`config.mk`:
```
export PLATFORM = sky130hd
export DESIGN_NAME = dmx_line_transmitter_unit
export DESIGN_NICKNAME = d
export VERILOG_FILES = /design/src/sv/dlt_pkg.sv /design/src/sv/dmx_line_transmitter_unit.sv /design/src/sv/dlt_ram.sv /design/src/sv/dlt_front.sv /design/src/sv/dlt_back.sv
export SDC_FILE = /design/constraint.sdc
export NUM_CORES = 1
export LEC_CHECK = 0
export ABC_AREA = 1
export BUFFER_PORTS_ARGS = -buffer_cell sky130_fd_sc_hd__buf_2
export CAP_MARGIN = 20
export CORE_MARGIN = 2
export CORE_UTILIZATION = 50
export DETAILED_ROUTE_END_ITERATION = 10
export PLACE_DENSITY = 0.75
export SYNTH_ARGS = -nofsm -noshare
export SYNTH_HDL_FRONTEND = slang
export SYNTH_SLANG_ARGS = --single-unit
export TNS_END_PERCENT = 50
```
`constraint.sdc`:
```
create_clock -name clock -period 7.95 [get_ports clock]
set_input_delay 0.795 -clock clock [delete_from_list [all_inputs] [get_ports clock]]
set_output_delay 0.795 -clock clock [all_outputs]
set_load 0.02 [all_outputs]
```
`src/sv/dlt_pkg.sv`:
```
// Types, constants and the command frame table of the DMX line transmitter.
package dlt_pkg;

   localparam int STORE_SLOTS = 128;
   localparam int FRAME_BYTES = 10;
   localparam int SLOT_AW     = $clog2(STORE_SLOTS);
   localparam int BYTE_W      = $clog2(FRAME_BYTES + 1);
   localparam int CMD_BODY    = 9;

   // input modes
   localparam logic [1:0] MODE_TICK  = 2'd0;
   localparam logic [1:0] MODE_WRITE = 2'd1;
   localparam logic [1:0] MODE_CMD   = 2'd2;

   // command codes
   localparam logic [2:0] CMD_TOGGLE    = 3'd0;
   localparam logic [2:0] CMD_ADDRESS   = 3'd1;
   localparam logic [2:0] CMD_LOCK      = 3'd2;
   localparam logic [2:0] CMD_UNLOCK    = 3'd3;
   localparam logic [2:0] CMD_KEEPALIVE = 3'd4;
   localparam logic [2:0] CMD_SET_CHAN  = 3'd5;

   // register indexes
   localparam logic [2:0] CSR_START_OFFSET = 3'd0;
   localparam logic [2:0] CSR_BIT_TICKS    = 3'd1;
   localparam logic [2:0] CSR_STOP_TICKS   = 3'd2;
   localparam logic [2:0] CSR_BREAK_TICKS  = 3'd3;
   localparam logic [2:0] CSR_MAB_TICKS    = 3'd4;
   localparam logic [2:0] CSR_GAP_TICKS    = 3'd5;

   // register reset values
   localparam logic [6:0]  RST_START_OFFSET = 7'd0;
   localparam logic [15:0] RST_BIT_TICKS    = 16'd104;
   localparam logic [15:0] RST_STOP_TICKS   = 16'd208;
   localparam logic [15:0] RST_BREAK_TICKS  = 16'd3000;
   localparam logic [15:0] RST_MAB_TICKS    = 16'd525;
   localparam logic [15:0] RST_GAP_TICKS    = 16'd3000;

   // phase codes as shown on the result port
   localparam logic [1:0] PHASE_BREAK = 2'd0;
   localparam logic [1:0] PHASE_MAB   = 2'd1;
   localparam logic [1:0] PHASE_BYTES = 2'd2;
   localparam logic [1:0] PHASE_GAP   = 2'd3;

   // bit positions within a byte: start, data 1..8, stop
   localparam logic [3:0] BIT_START = 4'd0;
   localparam logic [3:0] BIT_STOP  = 4'd9;

   localparam logic [9:0] ADDR_MAX = 10'd512;

   localparam logic [7:0] CMD_TABLE [6][CMD_BODY] = '{
      '{8'h91, 8'h20, 8'h11, 8'h12, 8'hAB, 8'hCD, 8'h34, 8'hAB, 8'hCD},
      '{8'h91, 8'h20, 8'h11, 8'hAA, 8'h00, 8'h01, 8'h55, 8'h00, 8'h01},
      '{8'h91, 8'h20, 8'h11, 8'h12, 8'h4C, 8'h4F, 8'h34, 8'h43, 8'h4B},
      '{8'h91, 8'h20, 8'h11, 8'h12, 8'h75, 8'h6E, 8'h34, 8'h6C, 8'h6B},
      '{8'h91, 8'h20, 8'h11, 8'h01, 8'h01, 8'h01, 8'h01, 8'h01, 8'h01},
      '{8'h91, 8'h20, 8'h11, 8'h77, 8'h00, 8'h01, 8'h33, 8'h00, 8'h01}
   };

   typedef struct packed {
      logic [6:0]  start_offset;
      logic [15:0] bit_ticks;
      logic [15:0] stop_ticks;
      logic [15:0] break_ticks;
      logic [15:0] mab_ticks;
      logic [15:0] gap_ticks;
   } cfg_type;

   // one classified item as it waits between front and back
   typedef struct packed {
      logic               wr;
      logic [SLOT_AW-1:0] slot;
      logic [7:0]         value;
      logic               req;
      logic [2:0]         command;
      logic [9:0]         address;
   } item_type;

   typedef struct packed {
      logic       line_level;
      logic [1:0] phase;
      logic       sending_command;
      logic       frame_done;
   } res_type;

   // Byte k of a command frame; the last byte is the running sum.
   function automatic logic [7:0] cmd_frame_byte(input logic [BYTE_W-1:0] k,
                                                 input logic [2:0] cmd,
                                                 input logic [9:0] addr,
                                                 input logic [7:0] sum);
      logic [2:0] c;
      logic [3:0] kk;
      logic [7:0] b;
      c  = (cmd <= CMD_SET_CHAN) ? cmd : CMD_TOGGLE;
      kk = 4'(k);
      if (32'(k) + 32'd1 == 32'(FRAME_BYTES)) begin
         b = sum;
      end else if (32'(k) >= 32'(CMD_BODY)) begin
         b = 8'h00;
      end else if (c == CMD_ADDRESS && (kk == 4'd4 || kk == 4'd7)) begin
         b = {6'd0, addr[9:8]};
      end else if (c == CMD_ADDRESS && (kk == 4'd5 || kk == 4'd8)) begin
         b = addr[7:0];
      end else begin
         b = CMD_TABLE[c][kk];
      end
      return b;
   endfunction

endpackage

```
`src/sv/dmx_line_transmitter_unit.sv`:
```
// Top level of the DMX line transmitter: register bank, front end and line engine.
//
// Usage:
//  - Input side is a queue: present one item per timebase tick with req_push; it is
//    taken when req_full is low. Each item is one tick plus an optional slot write
//    (mode 1) or command request (mode 2).
//  - Result side is a queue: one result per item, shown while rsp_empty is low and
//    taken with rsp_pop. Results come out in item order.
//  - Registers are written by index via csr_valid/csr_ready (csr_ready is always high);
//    the user must do so only while the block is idle; the block does not enforce it.
//  - Path: an item, once taken, waits in the item queue; the line engine then steps
//    on it and writes its result into the result queue, from which it is popped.
//  - Throughput: one item per cycle while the result queue is not full or is popped;
//    the line engine steps once per item, with two-entry queues on both sides.
//  - When the receiver stalls, the result queue fills, the engine holds and the
//    item queue fills behind it, raising req_full; nothing is dropped.
//  - Reset clears both queues, returns the engine to the start of a break, drops
//    any pending command and marks every slot as zero (no clearing pass needed).
module dmx_line_transmitter_unit (
   input  logic        clock,
   input  logic        reset,
   // items
   input  logic        req_push,
   output logic        req_full,
   input  logic [1:0]  req_mode,
   input  logic [8:0]  req_channel,
   input  logic [7:0]  req_value,
   input  logic [2:0]  req_command,
   input  logic [9:0]  req_address,
   // results
   output logic        rsp_empty,
   input  logic        rsp_pop,
   output logic        rsp_line_level,
   output logic [1:0]  rsp_phase,
   output logic        rsp_sending_command,
   output logic        rsp_frame_done,
   // registers
   input  logic        csr_valid,
   output logic        csr_ready,
   input  logic [2:0]  csr_index,
   input  logic [15:0] csr_wdata
);

   dlt_pkg::cfg_type  cfg_ff, cfg_in;
   dlt_pkg::item_type item;
   dlt_pkg::res_type  res;
   logic              item_valid;
   logic              item_take;

   assign csr_ready = 1'b1;

   // register bank; unknown indexes drop the write
   always_comb begin
      cfg_in = cfg_ff;
      if (csr_valid) begin
         case (csr_index)
            dlt_pkg::CSR_START_OFFSET: cfg_in.start_offset = csr_wdata[6:0];
            dlt_pkg::CSR_BIT_TICKS:    cfg_in.bit_ticks    = csr_wdata;
            dlt_pkg::CSR_STOP_TICKS:   cfg_in.stop_ticks   = csr_wdata;
            dlt_pkg::CSR_BREAK_TICKS:  cfg_in.break_ticks  = csr_wdata;
            dlt_pkg::CSR_MAB_TICKS:    cfg_in.mab_ticks    = csr_wdata;
            dlt_pkg::CSR_GAP_TICKS:    cfg_in.gap_ticks    = csr_wdata;
            default:                   cfg_in              = cfg_ff;
         endcase
      end
   end

   always_ff @(posedge clock) begin
      if (reset) begin
         cfg_ff.start_offset <= dlt_pkg::RST_START_OFFSET;
         cfg_ff.bit_ticks    <= dlt_pkg::RST_BIT_TICKS;
         cfg_ff.stop_ticks   <= dlt_pkg::RST_STOP_TICKS;
         cfg_ff.break_ticks  <= dlt_pkg::RST_BREAK_TICKS;
         cfg_ff.mab_ticks    <= dlt_pkg::RST_MAB_TICKS;
         cfg_ff.gap_ticks    <= dlt_pkg::RST_GAP_TICKS;
      end else begin
         cfg_ff <= cfg_in;
      end
   end

   // accept and classify items, hold them in a short queue
   dlt_front u_front (
      .clock        (clock),
      .reset        (reset),
      .push         (req_push),
      .full         (req_full),
      .mode         (req_mode),
      .channel      (req_channel),
      .value        (req_value),
      .command      (req_command),
      .address      (req_address),
      .start_offset (cfg_ff.start_offset),
      .item         (item),
      .item_valid   (item_valid),
      .item_take    (item_take)
   );

   // step the line one tick per item and queue the result
   dlt_back u_back (
      .clock      (clock),
      .reset      (reset),
      .cfg        (cfg_ff),
      .item       (item),
      .item_valid (item_valid),
      .item_take  (item_take),
      .res        (res),
      .res_empty  (rsp_empty),
      .res_pop    (rsp_pop)
   );

   assign rsp_line_level      = res.line_level;
   assign rsp_phase           = res.phase;
   assign rsp_sending_command = res.sending_command;
   assign rsp_frame_done      = res.frame_done;

endmodule

```
`src/sv/dlt_ram.sv`:
```
// Generic single-write, single-read RAM with registered read data.
module dlt_ram #(
   parameter int WIDTH = 8,
   parameter int DEPTH = 128
) (
   input  logic                     clock,
   input  logic                     we,
   input  logic [$clog2(DEPTH)-1:0] waddr,
   input  logic [WIDTH-1:0]         wdata,
   input  logic                     re,
   input  logic [$clog2(DEPTH)-1:0] raddr,
   output logic [WIDTH-1:0]         rdata
);

   logic [WIDTH-1:0] mem_ff [DEPTH];
   logic [WIDTH-1:0] rdata_ff;

   always_ff @(posedge clock) begin
      if (we) begin
         mem_ff[waddr] <= wdata;
      end
      if (re) begin
         rdata_ff <= mem_ff[raddr];
      end
   end

   assign rdata = rdata_ff;

endmodule

```
`src/sv/dlt_front.sv`:
```
// Front end: accepts items, classifies them and queues them for the line engine.
module dlt_front (
   input  logic               clock,
   input  logic               reset,
   input  logic               push,
   output logic               full,
   input  logic [1:0]         mode,
   input  logic [8:0]         channel,
   input  logic [7:0]         value,
   input  logic [2:0]         command,
   input  logic [9:0]         address,
   input  logic [6:0]         start_offset,
   output dlt_pkg::item_type  item,
   output logic               item_valid,
   input  logic               item_take
);

   dlt_pkg::item_type cls;
   dlt_pkg::item_type q_ff [2];
   logic              wp_ff, wp_in;
   logic              rp_ff, rp_in;
   logic [1:0]        cnt_ff, cnt_in;
   logic [9:0]        ch_sum;
   logic [9:0]        ch_clamp;
   logic              do_push;
   logic              do_pop;

   // classify
   always_comb begin
      ch_sum = 10'(channel) + 10'(start_offset);
      if (ch_sum == 10'd0) begin
         ch_clamp = 10'd1;
      end else if (ch_sum > 10'(dlt_pkg::STORE_SLOTS - 1)) begin
         ch_clamp = 10'(dlt_pkg::STORE_SLOTS - 1);
      end else begin
         ch_clamp = ch_sum;
      end
      cls.wr      = (mode == dlt_pkg::MODE_WRITE);
      cls.slot    = dlt_pkg::SLOT_AW'(ch_clamp);
      cls.value   = value;
      cls.req     = (mode == dlt_pkg::MODE_CMD) && (command <= dlt_pkg::CMD_SET_CHAN);
      cls.command = command;
      cls.address = (address == 10'd0 || address > dlt_pkg::ADDR_MAX) ? 10'd1 : address;
   end

   assign full       = (cnt_ff == 2'd2);
   assign item_valid = (cnt_ff != 2'd0);
   assign item       = q_ff[rp_ff];
   assign do_push    = push && !full;
   assign do_pop     = item_take && item_valid;

   always_comb begin
      wp_in  = do_push ? !wp_ff : wp_ff;
      rp_in  = do_pop ? !rp_ff : rp_ff;
      cnt_in = cnt_ff + 2'(do_push) - 2'(do_pop);
   end

   always_ff @(posedge clock) begin
      if (reset) begin
         wp_ff  <= 1'b0;
         rp_ff  <= 1'b0;
         cnt_ff <= 2'd0;
      end else begin
         wp_ff  <= wp_in;
         rp_ff  <= rp_in;
         cnt_ff <= cnt_in;
      end
   end

   always_ff @(posedge clock) begin
      if (do_push) begin
         q_ff[wp_ff] <= cls;
      end
   end

endmodule

```
`src/sv/dlt_back.sv`:
```
// Back end: slot store, line engine and result queue.
module dlt_back (
   input  logic              clock,
   input  logic              reset,
   input  dlt_pkg::cfg_type  cfg,
   input  dlt_pkg::item_type item,
   input  logic              item_valid,
   output logic              item_take,
   output dlt_pkg::res_type  res,
   output logic              res_empty,
   input  logic              res_pop
);

   localparam int AW = dlt_pkg::SLOT_AW;
   localparam int BW = dlt_pkg::BYTE_W;

   typedef enum logic [3:0] {
      PH_BREAK = 4'b0001,
      PH_MAB   = 4'b0010,
      PH_BYTES = 4'b0100,
      PH_GAP   = 4'b1000
   } phase_type;

   phase_type                    phase_ff, phase_in;
   logic [15:0]                  tick_ff, tick_in;
   logic [3:0]                   bit_ff, bit_in;
   logic [BW-1:0]                byte_ff, byte_in;
   logic [7:0]                   shift_ff, shift_in;
   logic [7:0]                   sum_ff, sum_in;
   logic                         pend_ff, pend_in;
   logic [2:0]                   pend_cmd_ff, pend_cmd_in;
   logic [9:0]                   pend_addr_ff, pend_addr_in;
   logic                         act_ff, act_in;
   logic [2:0]                   act_cmd_ff, act_cmd_in;
   logic [9:0]                   act_addr_ff, act_addr_in;
   logic                         from_ram_ff, from_ram_in;
   logic                         rd_valid_ff, rd_valid_in;
   logic                         rd_byp_ff, rd_byp_in;
   logic [7:0]                   byp_val_ff, byp_val_in;
   logic [dlt_pkg::STORE_SLOTS-1:0] valid_ff, valid_in;

   dlt_pkg::res_type             oq_ff [2];
   logic                         owp_ff, owp_in;
   logic                         orp_ff, orp_in;
   logic [1:0]                   ocnt_ff, ocnt_in;

   logic                         fire;
   logic                         pop_ok;
   logic                         pend_now;
   logic [2:0]                   pend_cmd_now;
   logic [9:0]                   pend_addr_now;
   logic                         latch;
   logic                         act_now;
   logic [15:0]                  len;
   logic [15:0]                  eff_len;
   logic                         ends;
   logic                         line;
   logic                         done;
   logic [1:0]                   phase_code;
   logic                         load_en;
   logic [BW-1:0]                load_k;
   logic [7:0]                   load_sum;
   logic [7:0]                   cmd_byte;
   logic [7:0]                   cur_byte;
   logic                         ram_we;
   logic                         ram_re;
   logic [AW-1:0]                ram_raddr;
   logic [7:0]                   ram_q;
   logic                         wr_hit;
   logic                         in_range;
   dlt_pkg::res_type             res_new;

   dlt_ram #(
      .WIDTH(8),
      .DEPTH(dlt_pkg::STORE_SLOTS)
   ) u_store (
      .clock (clock),
      .we    (ram_we),
      .waddr (item.slot),
      .wdata (item.value),
      .re    (ram_re),
      .raddr (ram_raddr),
      .rdata (ram_q)
   );

   assign pop_ok    = res_pop && (ocnt_ff != 2'd0);
   assign fire      = item_valid && (ocnt_ff != 2'd2 || pop_ok);
   assign item_take = fire;
   assign ram_we    = fire && item.wr;

   // byte being shifted out
   always_comb begin
      if (!from_ram_ff) begin
         cur_byte = shift_ff;
      end else if (!rd_valid_ff) begin
         cur_byte = 8'h00;
      end else if (rd_byp_ff) begin
         cur_byte = byp_val_ff;
      end else begin
         cur_byte = ram_q;
      end
   end

   always_comb begin
      case (phase_ff)
         PH_BREAK: phase_code = dlt_pkg::PHASE_BREAK;
         PH_MAB:   phase_code = dlt_pkg::PHASE_MAB;
         PH_BYTES: phase_code = dlt_pkg::PHASE_BYTES;
         PH_GAP:   phase_code = dlt_pkg::PHASE_GAP;
         default:  phase_code = dlt_pkg::PHASE_BREAK;
      endcase
   end

   always_comb begin
      phase_in     = phase_ff;
      tick_in      = tick_ff;
      bit_in       = bit_ff;
      byte_in      = byte_ff;
      shift_in     = shift_ff;
      sum_in       = sum_ff;
      pend_in      = pend_ff;
      pend_cmd_in  = pend_cmd_ff;
      pend_addr_in = pend_addr_ff;
      act_in       = act_ff;
      act_cmd_in   = act_cmd_ff;
      act_addr_in  = act_addr_ff;
      from_ram_in  = from_ram_ff;
      rd_valid_in  = rd_valid_ff;
      rd_byp_in    = rd_byp_ff;
      byp_val_in   = byp_val_ff;
      valid_in     = valid_ff;
      ram_re       = 1'b0;
      load_en      = 1'b0;
      load_k       = '0;
      load_sum     = 8'h00;
      line         = 1'b1;
      done         = 1'b0;
      len          = cfg.break_ticks;

      // request of this item lands before its tick
      pend_now      = item.req ? 1'b1 : pend_ff;
      pend_cmd_now  = item.req ? item.command : pend_cmd_ff;
      pend_addr_now = item.req ? item.address : pend_addr_ff;
      latch         = (phase_ff == PH_BREAK) && (tick_ff == 16'd0);
      act_now       = latch ? pend_now : act_ff;

      case (phase_ff)
         PH_BREAK: begin
            line = 1'b0;
            len  = cfg.break_ticks;
         end
         PH_MAB: begin
            len = cfg.mab_ticks;
         end
         PH_BYTES: begin
            if (bit_ff == dlt_pkg::BIT_START) begin
               line = 1'b0;
               len  = cfg.bit_ticks;
            end else if (bit_ff == dlt_pkg::BIT_STOP) begin
               len = cfg.stop_ticks;
            end else begin
               line = cur_byte[3'(bit_ff - 4'd1)];
               len  = cfg.bit_ticks;
            end
         end
         PH_GAP: begin
            len = cfg.gap_ticks;
         end
         default: begin
            len = cfg.break_ticks;
         end
      endcase

      eff_len = (len == 16'd0) ? 16'd1 : len;
      ends    = (17'(tick_ff) + 17'd1) >= 17'(eff_len);

      if (fire) begin
         pend_cmd_in  = pend_cmd_now;
         pend_addr_in = pend_addr_now;
         if (latch) begin
            act_in  = pend_now;
            pend_in = 1'b0;
            if (pend_now) begin
               act_cmd_in  = pend_cmd_now;
               act_addr_in = pend_addr_now;
            end
         end else begin
            pend_in = pend_now;
         end

         if (item.wr) begin
            valid_in[item.slot] = 1'b1;
         end

         if (!ends) begin
            tick_in = tick_ff + 16'd1;
         end else begin
            tick_in = 16'd0;
            case (phase_ff)
               PH_BREAK: begin
                  phase_in = PH_MAB;
               end
               PH_MAB: begin
                  phase_in = PH_BYTES;
                  bit_in   = dlt_pkg::BIT_START;
                  byte_in  = '0;
                  load_en  = 1'b1;
                  load_k   = '0;
                  load_sum = 8'h00;
               end
               PH_BYTES: begin
                  if (bit_ff != dlt_pkg::BIT_STOP) begin
                     bit_in = bit_ff + 4'd1;
                  end else if (32'(byte_ff) + 32'd1 >= 32'(dlt_pkg::FRAME_BYTES)) begin
                     done     = 1'b1;
                     phase_in = PH_GAP;
                     bit_in   = dlt_pkg::BIT_START;
                  end else begin
                     byte_in  = byte_ff + BW'(1);
                     bit_in   = dlt_pkg::BIT_START;
                     load_en  = 1'b1;
                     load_k   = byte_ff + BW'(1);
                     load_sum = sum_ff;
                  end
               end
               PH_GAP: begin
                  phase_in = PH_BREAK;
                  act_in   = 1'b0;
               end
               default: begin
                  phase_in = PH_BREAK;
               end
            endcase
         end
      end

      // fetch the next byte: command bytes come from the table, address and running sum, slots from the store
      cmd_byte  = dlt_pkg::cmd_frame_byte(load_k, act_cmd_ff, act_addr_ff, load_sum);
      in_range  = 32'(load_k) < 32'(dlt_pkg::STORE_SLOTS);
      ram_raddr = AW'(load_k);
      wr_hit    = ram_we && (item.slot == ram_raddr);
      if (load_en) begin
         if (act_ff) begin
            shift_in    = cmd_byte;
            sum_in      = load_sum + cmd_byte;
            from_ram_in = 1'b0;
         end else begin
            ram_re      = 1'b1;
            from_ram_in = 1'b1;
            rd_valid_in = in_range && (valid_ff[ram_raddr] || wr_hit);
            rd_byp_in   = wr_hit;
            byp_val_in  = item.value;
         end
      end

      res_new.line_level      = line;
      res_new.phase           = phase_code;
      res_new.sending_command = act_now;
      res_new.frame_done      = done;
   end

   // result queue
   assign res_empty = (ocnt_ff == 2'd0);
   assign res       = oq_ff[orp_ff];

   always_comb begin
      owp_in  = fire ? !owp_ff : owp_ff;
      orp_in  = pop_ok ? !orp_ff : orp_ff;
      ocnt_in = ocnt_ff + 2'(fire) - 2'(pop_ok);
   end

   always_ff @(posedge clock) begin
      if (reset) begin
         phase_ff     <= PH_BREAK;
         tick_ff      <= 16'd0;
         bit_ff       <= dlt_pkg::BIT_START;
         byte_ff      <= '0;
         shift_ff     <= 8'h00;
         sum_ff       <= 8'h00;
         pend_ff      <= 1'b0;
         pend_cmd_ff  <= dlt_pkg::CMD_TOGGLE;
         pend_addr_ff <= 10'd1;
         act_ff       <= 1'b0;
         act_cmd_ff   <= dlt_pkg::CMD_TOGGLE;
         act_addr_ff  <= 10'd1;
         from_ram_ff  <= 1'b0;
         rd_valid_ff  <= 1'b0;
         rd_byp_ff    <= 1'b0;
         valid_ff     <= '0;
         owp_ff       <= 1'b0;
         orp_ff       <= 1'b0;
         ocnt_ff      <= 2'd0;
      end else begin
         phase_ff     <= phase_in;
         tick_ff      <= tick_in;
         bit_ff       <= bit_in;
         byte_ff      <= byte_in;
         shift_ff     <= shift_in;
         sum_ff       <= sum_in;
         pend_ff      <= pend_in;
         pend_cmd_ff  <= pend_cmd_in;
         pend_addr_ff <= pend_addr_in;
         act_ff       <= act_in;
         act_cmd_ff   <= act_cmd_in;
         act_addr_ff  <= act_addr_in;
         from_ram_ff  <= from_ram_in;
         rd_valid_ff  <= rd_valid_in;
         rd_byp_ff    <= rd_byp_in;
         valid_ff     <= valid_in;
         owp_ff       <= owp_in;
         orp_ff       <= orp_in;
         ocnt_ff      <= ocnt_in;
      end
   end

   always_ff @(posedge clock) begin
      byp_val_ff <= byp_val_in;
      if (fire) begin
         oq_ff[owp_ff] <= res_new;
      end
   end

endmodule

```
==> summary.md, run 1 <==
| Metric | Value |
|---|---|
| Vias | 14,140 |
| Final Hold Viols | 0 |
| Highest Signal Layer | met4 |
| Synth top area share | 0.3182 |
| Yosys cell types | 58 |
| WL final | 44.78 mm |
| Slowest CP cell | nand2_1 |
| Top area cells in the synthesized netlist | edfxtp_1 (32%), dfxtp_1 (21%), nand2_1 (7.5%) |
| Layout net count | 2,096 |
| Peak supply drop | 190.6 uV |
| Fin Setup TNS | 0 ns |
| Critical path arrival | 7.39 ns |
| CTS sink count | 366 |
| GRT overflow | 0 |
| Data required, critical path | 8.33 ns |
| Initial antenna violation count | 0 |
| GRT Overall Usage | 0.2535 |
| Routed wl met2 | 20.39 mm |
| Clock latency at the later pin of the worst-skew pair | 0.54 ns |
| Wire length on met3 | 3.820 mm |
| Final period util | 0.8816 |
| Area taken by multi-input logic gates | 0.006973 sq mm |
| Post-synthesis instance total | 1,960 |
| Leak pwr | 7.668 nW |
| Share of post-route cells with drive strength above 1 | 0.1056 |
| Residual DRC | 0 |
| Main flop type after synthesis | dfxtp_1 |
| IO Count | 64 |
| Routed wire length per instance | 18.10 um |
| CTS Buf Count | 39 |
| ANT nets after route | 0 |
| Post-cts resize count | 0 |
| Flops & latches, synth | 366 |
| Syn avg cell area | 8.763 sq um |
| Max Freq | 142.7 MHz |
| CTS tree | built |
| GPL Wtd Cong | 0.9340 |
| Pwr Density | 256.4 mW/mm^2 |
| Actual slew at the worst max-slew pin | 1.073 ns |
| Initial DRC count | 1,483 |
| Switch share | 0.2908 |
| Core area | 0.03370 sq mm |
| Die Height | 189.3 um |
| Share of synthesized registers carrying an async set or reset | 0 |
| Max Slew Vio Count | 0 |
| Pwr Total | 0.004894 W |
| Seq pwr share | 0.463 |
| Site row count | 67 |
| Starting Density | 0.5097 |
| Crit path max fanout | 28 |
| Die extent in x | 189.3 um |
| First-pass GRT wire length | 71.93 mm |
| H-tree levels | 2 |
| Ant. Diodes | 0 |
| Crit path kind | flop to flop |
| Final instance area | 0.01909 sq mm |
| Largest net degree at the start of global routing | 114 |
| Die ar. | 0.03585 sq mm |
| Worst Setup Start Kind | flop |
| Int Pwr | 0.003471 W |
| RSZ-0062 raised after global routing | no |
| Hold/Removal Path Class | flop to flop |
| Worst setup EP type | flop |
| Vias in the first global route | 13,480 |
| Storage element area | 0.009149 sq mm |
| CTS root buf | clkbuf_16 |
| Placed Area | 0.01783 sq mm |
| Clk pwr share | 0.364 |
| Hold_buf cts | 0 |
| Relative slew slack | 0.2823 |
| M1 WL | 19.62 mm |
| Post-CTS Setup Inserts | 0 |
| Router iterations before antenna repair | 6 |
| Yosys warns | 0 |
| P_sw | 0.001423 W |
| Dpl hpwl | 31.16 mm |
| CP peak stage delay | 0.51 ns |
| EDFF count, synth | 182 |
| Via/cell ratio | 5.716 |
| # port buffers | 62 |
| Layout area overhead | 11.15% |
| Synthesized Nets | 2,059 |
| Register area share after synthesis | 0.5327 |
| Max clock buf depth | 3 |
| Filler cell count | 3,023 |
| Clock skew | 0.02018 ns |
| Comb power frac | 0.173 |
| Period minus WS final | 7.009 ns |
| Final setup fails | 0 |
| Synth Cell Area | 0.01718 sq mm |
| Clock-pin slew on the worst setup and hold paths | 0.06 ns |
| Post-synth top area cell | edfxtp_1 |
| MaxCap Viol Count | 0 |
| Status | complete, no violations |
-- routing by layer --
| metal | global-route usage | up-vias |
|---|---|---|
| li1 | - | 6764 |
| met1 | 0.3580 | 6675 |
| met2 | 0.3980 | 625 |
| met3 | 0.04930 | 77 |
| met4 | 0.07275 | 0 |
| met5 | 0 | - |
-- critical path, delay by kind of cell, from the launching register on --
family / cells / cell delay [ns]
compound gates: 10 / 1.87
flops: 1 / 0.33
simple gates: 18 / 3.51
buf+inv: 4 / 0.49
xor+xnor: 1 / 0.15
fa+ha+maj: 2 / 0.48
-- cell type report --
type,instances,share of cell area
inverters,189,0.03729
multi-input cells,1321,0.3653
repair buffers,80,0.02320
clock inverters,11,0.006685
clock buffers,59,0.05892
flip-flops and latches,366,0.4793
well taps,448,0.02936
-- stage by stage --
step                      hold slack [ns]  setup WS, ns  std cells  utilization
after floorplan                    0.4236         2.784       1960            -
after CTS                          0.4282         1.033       2473       0.5663
after detailed placement           0.4424         1.083       2403       0.5291
final                              0.4481        0.9414       2474       0.5665
after global placement             0.4344         1.307       2403       0.5291
after global routing               0.4262        0.1677       2474       0.5665
-- flip-flops by register name, indices dropped and copies added (netlist names), 2 cells and up, named ones only --
signal                 cells
u_back.phase_ff            4
u_back.ocnt_ff             2
u_back.byte_ff             4
u_back.oq_ff              10
u_back.valid_ff           12
u_back.act_cmd_ff          3
u_front.cnt_ff             2
u_back.u_store.mem_ff     96
u_back.pend_cmd_ff         3
u_back.sum_ff              8
u_back.byp_val_ff          8
u_back.shift_ff            8
cfg_ff                    87
u_back.act_addr_ff        10
u_back.u_store.rdata       8
u_front.q_ff              60
u_back.tick_ff            16
u_back.bit_ff              4
u_back.pend_addr_ff       10
-- path summary, 6_finish.rpt --
check / from / end / slack, ns / cells after the start
max: u_back.phase_ff[0]$_SDFFE_PP1P_ / u_back.sum_ff[6]$_SDFFE_PP0P_ / 0.94 / 35
min: u_front.rp_ff$_SDFFE_PP0P_ / flop / 0.45 / 1
max reg2reg: u_back.phase_ff[0]$_SDFFE_PP1P_ / u_back.sum_ff[6]$_SDFFE_PP0P_ / 0.94 / 35
min reg2reg: u_front.rp_ff$_SDFFE_PP0P_ / flop / 0.45 / 1
-- power groups by stage --
stage          logic [W]  registers (W)  clock network [W]
2_1_floorplan   0.000576        0.00227                  0
3_3_place_gp    0.000825        0.00230                  0
3_5_place_dp    0.000842        0.00230                  0
4_1_cts         0.000846        0.00226            0.00180
5_1_grt         0.000951        0.00228            0.00188
6_report        0.000847        0.00227            0.00178
-- kinds of logic after synthesis --
group           Yosys count  synth area share
compound gates          433            0.1441
xor+xnor                 30           0.01530
fa+ha+maj                43           0.03220
buf+inv                 273           0.06185
flops                   366            0.5327
mux                      17           0.01115
other cells               1         0.0002183
simple gates            797            0.2025
-- synth_stat cells (5+ instances only) --
master       n
dfxtp_1    184
o21ai_1     11
o21bai_1     8
xnor2_1      5
clkbuf_1    64
or2_2       20
nor2_4       6
inv_1      175
a21oi_1    128
inv_2       10
xor2_1      25
nand2_1    345
nand4_1     29
nor4_1       6
o211ai_1    34
nand2_2     10
a221oi_1     8
o21ai_0    175
o2111ai_1    5
edfxtp_1   182
a22oi_1      5
ha_1        41
a211oi_1    16
mux2_2      17
nor3_1      17
o22ai_1     24
nor2_1     242
nand3_1    101
buf_1        6
buf_2       10
-- placed cells by master, fill, tap and decap left out, types with 20 or more instances in the layout --
cell type	synthesis	layout
or2_2	20	20
dfxtp_1	184	184
o211ai_1	34	34
nand2_1	345	345
a21oi_1	128	128
inv_1	175	174
ha_1	41	41
clkbuf_16	0	42
edfxtp_1	182	182
nor2_1	242	240
nand3_1	101	101
o22ai_1	24	24
nand4_1	29	29
o21ai_0	175	174
buf_2	10	62
xor2_1	25	25
Note: power is estimated with default switching activity, not from simulation.
==> inputs of run 2 (changes only) <==
--- a/config.mk
+++ b/config.mk
@@ -8,6 +8,7 @@
 export ABC_AREA = 1
 export BUFFER_PORTS_ARGS = -buffer_cell sky130_fd_sc_hd__buf_2
 export CAP_MARGIN = 20
+export CORE_ASPECT_RATIO = 0.75
 export CORE_MARGIN = 2
 export CORE_UTILIZATION = 50
 export DETAILED_ROUTE_END_ITERATION = 10
==> constraint.sdc (replaced) <==
create_clock -name clock -period 7.95 [get_ports clock]
set_input_delay 1.59 -clock clock [delete_from_list [all_inputs] [get_ports clock]]
set_output_delay 1.59 -clock clock [all_outputs]
set_load 0.02 [all_outputs]
==> summary.md, run 2 (synthesized netlist as in run 1, its figures left out) <==
| Metric | Value |
|---|---|
| First-pass GRT wire length | 70.10 mm (was 71.93 mm) |
| Hold/Removal Path Class | flop to flop (unchanged) |
| CTS sink count | 366 (unchanged) |
| ANT nets after route | 0 (unchanged) |
| Final setup fails | 0 (unchanged) |
| Final instance area | 0.01906 sq mm (was 0.01909 sq mm) |
| Via/cell ratio | 5.638 (was 5.716) |
| GRT Overall Usage | 0.2506 (was 0.2535) |
| Clock skew | 0.02007 ns (was 0.02018 ns) |
| Final Hold Viols | 0 (unchanged) |
| Leak pwr | 7.658 nW (was 7.668 nW) |
| Max Freq | 139.6 MHz (was 142.7 MHz) |
| Die ar. | 0.03586 sq mm (was 0.03585 sq mm) |
| Status | complete, no violations (unchanged) |
| CTS tree | built (unchanged) |
| Starting Density | 0.5101 (was 0.5097) |
| GPL Wtd Cong | 0.9714 (was 0.9340) |
| MaxCap Viol Count | 0 (unchanged) |
| Reg2Reg Setup Slack | 0.78 ns (was 0.94 ns) |
| Pre-CTS setup slack | 0.7999 ns (was 1.083 ns) |
| Routed wire length per instance | 18.18 um (was 18.10 um) |
| Placed Area | 0.01785 sq mm (was 0.01783 sq mm) |
| CP peak stage delay | 0.50 ns (was 0.51 ns) |
| WHS Path Cells | 2 (was 1) |
| WL final | 44.99 mm (was 44.78 mm) |
| Pwr Density | 253.3 mW/mm^2 (was 256.4 mW/mm^2) |
| Max FFs per register | 96 (unchanged) |
| CTS root buf | clkbuf_16 (unchanged) |
| Largest registers | u_back.u_store.mem_ff x96, cfg_ff x87, u_front.q_ff x60 (unchanged) |
| Initial antenna violation count | 0 (unchanged) |
| Crit path kind | flop to flop (unchanged) |
| Die Height | 164.5 um (was 189.3 um) |
| Largest net degree at the start of global routing | 88 (was 114) |
| # port buffers | 62 (unchanged) |
| Final period util | 0.9013 (was 0.8816) |
| Layout net count | 2,096 (unchanged) |
| IO Count | 64 (unchanged) |
| Max clock buf depth | 3 (unchanged) |
| Worst setup EP type | flop (unchanged) |
| Most frequent cells in the layout | nand2_1 (345), nor2_1 (240), dfxtp_1 (184), edfxtp_1 (182) (unchanged) |
| Commonest non-fill, non-tap cell in the layout | nand2_1 (unchanged) |
| Dpl hpwl | 31.72 mm (was 31.16 mm) |
| GRT overflow | 0 (unchanged) |
| Worst Setup Start Kind | flop (unchanged) |
| Reg with most FFs | u_back.u_store.mem_ff (unchanged) |
| Router iterations before antenna repair | 6 (unchanged) |
| Crit path max fanout | 28 (unchanged) |
| Fin Setup TNS | 0 ns (unchanged) |
| Residual DRC | 0 (unchanged) |
| Final setup margin | 0.7846 ns (was 0.9414 ns) |
| Finished Layout Cells | 2,475 (was 2,474) |
| Initial DRC count | 1,420 (was 1,483) |
| Cell count after placement | 2,407 (was 2,403) |
| Peak supply drop | 197.0 uV (was 190.6 uV) |
| Crit-path most repeated cell | nand2_2 |
| Relative slew slack | 0.2796 (was 0.2823) |
| Share of post-route cells with drive strength above 1 | 0.1111 (was 0.1056) |
| Clock-pin slew on the worst setup and hold paths | 0.06 ns (about the same) |
| Slowest CP cell | clkinvlp_4 (was nand2_1) |
| Max Slew Vio Count | 0 (unchanged) |
| Die extent in x | 218.0 um (was 189.3 um) |
| H-tree levels | 2 (unchanged) |
| CTS Buf Count | 37 (was 39) |
| RSZ-0062 raised after global routing | no (unchanged) |
| Site row count | 58 (was 67) |
| Clock latency at the later pin of the worst-skew pair | 0.53 ns (was 0.54 ns) |
| Vias in the first global route | 12,580 (was 13,480) |
| Ant. Diodes | 0 (unchanged) |
| Period minus WS final | 7.165 ns (was 7.009 ns) |
| Vias | 13,960 (was 14,140) |
| Data required, critical path | 8.37 ns (was 8.33 ns) |
| Critical path arrival | 7.58 ns (was 7.39 ns) |
| Reg2reg path depth | 33 (was 35) |
| Actual slew at the worst max-slew pin | 1.077 ns (was 1.073 ns) |
| Core area | 0.03367 sq mm (was 0.03370 sq mm) |
| Layout area overhead | 10.96% (was 11.15%) |
-- run 2: cell types whose count changed in the layout (fill, tap and decap cells not counted), sizes merged --
cell | before | now
clkbuf | 60 | 46
clkinv | 10 | 19
clkinvlp | 1 | 3
buf | 79 | 81
-- run 2: critical path: cells and delay by family, from the launching register on --
family | cells | cell delay (ns)
AOI/OAI and AO/OA | 9 | 1.36
DFF | 1 | 0.39
adders and majority gates | 2 | 0.66
xor gates and xnor gates | 1 | 0.14
buffers and inverters | 4 | 0.67
and+or+nand+nor | 17 | 3.78
-- run 2: path summary, 6_finish.rpt --
check,from,endpoint
worst max-delay path,u_back.phase_ff[0]$_SDFFE_PP1P_,u_back.sum_ff[6]$_SDFFE_PP0P_
worst min-delay path,cfg_ff[23]$_SDFFE_PP0P_,cfg_ff[23]$_SDFFE_PP0P_
worst max register to register,u_back.phase_ff[0]$_SDFFE_PP1P_,u_back.sum_ff[6]$_SDFFE_PP0P_
worst min register to register,cfg_ff[23]$_SDFFE_PP0P_,cfg_ff[23]$_SDFFE_PP0P_
-- run 2: cell type report --
cell class	count	area [sq um]
clock buffers	45	1017
clock inverters	22	182.7
fillers	2937	14610
inverters	189	715.7
multi-input cells	1321	6973
flip-flops and latches	366	9149
well taps	450	563.0
repair buffers	82	457.9
-- run 2: repair_timing --
| action | CTS | global route |
|---|---|---|
| gates resized for setup | 0 | 1 |
| buffers inserted | 0 | 0 |
| endpoints found under the hold margin | 0 | 0 |
| setup endpoints to repair | 0 | 2 |
| hold buffers | 0 | 0 |
-- run 2: through the flow --
| step | utilization | power [W] | hold WS (ns) |
|---|---|---|---|
| 6_report | 0.5660 | 0.004827 | 0.4527 |
| 3_3_place_gp | 0.5301 | 0.003107 | 0.4344 |
| 4_1_cts | 0.5657 | 0.004840 | 0.4537 |
| 5_1_grt | 0.5660 | 0.005041 | 0.4643 |
| 2_1_floorplan | - | 0.002851 | 0.4236 |
| 3_5_place_dp | 0.5301 | 0.003133 | 0.4434 |
-- run 2: report_power, final --
group / switching (W) / internal, W
Sequential: 0.0000721 / 0.00219
Clock: 0.000734 / 0.000983
Combinational: 0.000615 / 0.000229
-- run 2: metal layers --
| metal | vias to the layer above | share of wire | global-route usage | wire (um) |
|---|---|---|---|---|
| li1 | 6756 | - | - | - |
| met2 | 617 | 0.39 | 0.3333 | 17540 |
| met4 | 0 | 0.014 | 0.05040 | 628 |
| met3 | 49 | 0.11 | 0.07587 | 5159 |
| met1 | 6533 | 0.48 | 0.3944 | 21660 |
| met5 | - | 0 | 0 | 0 |
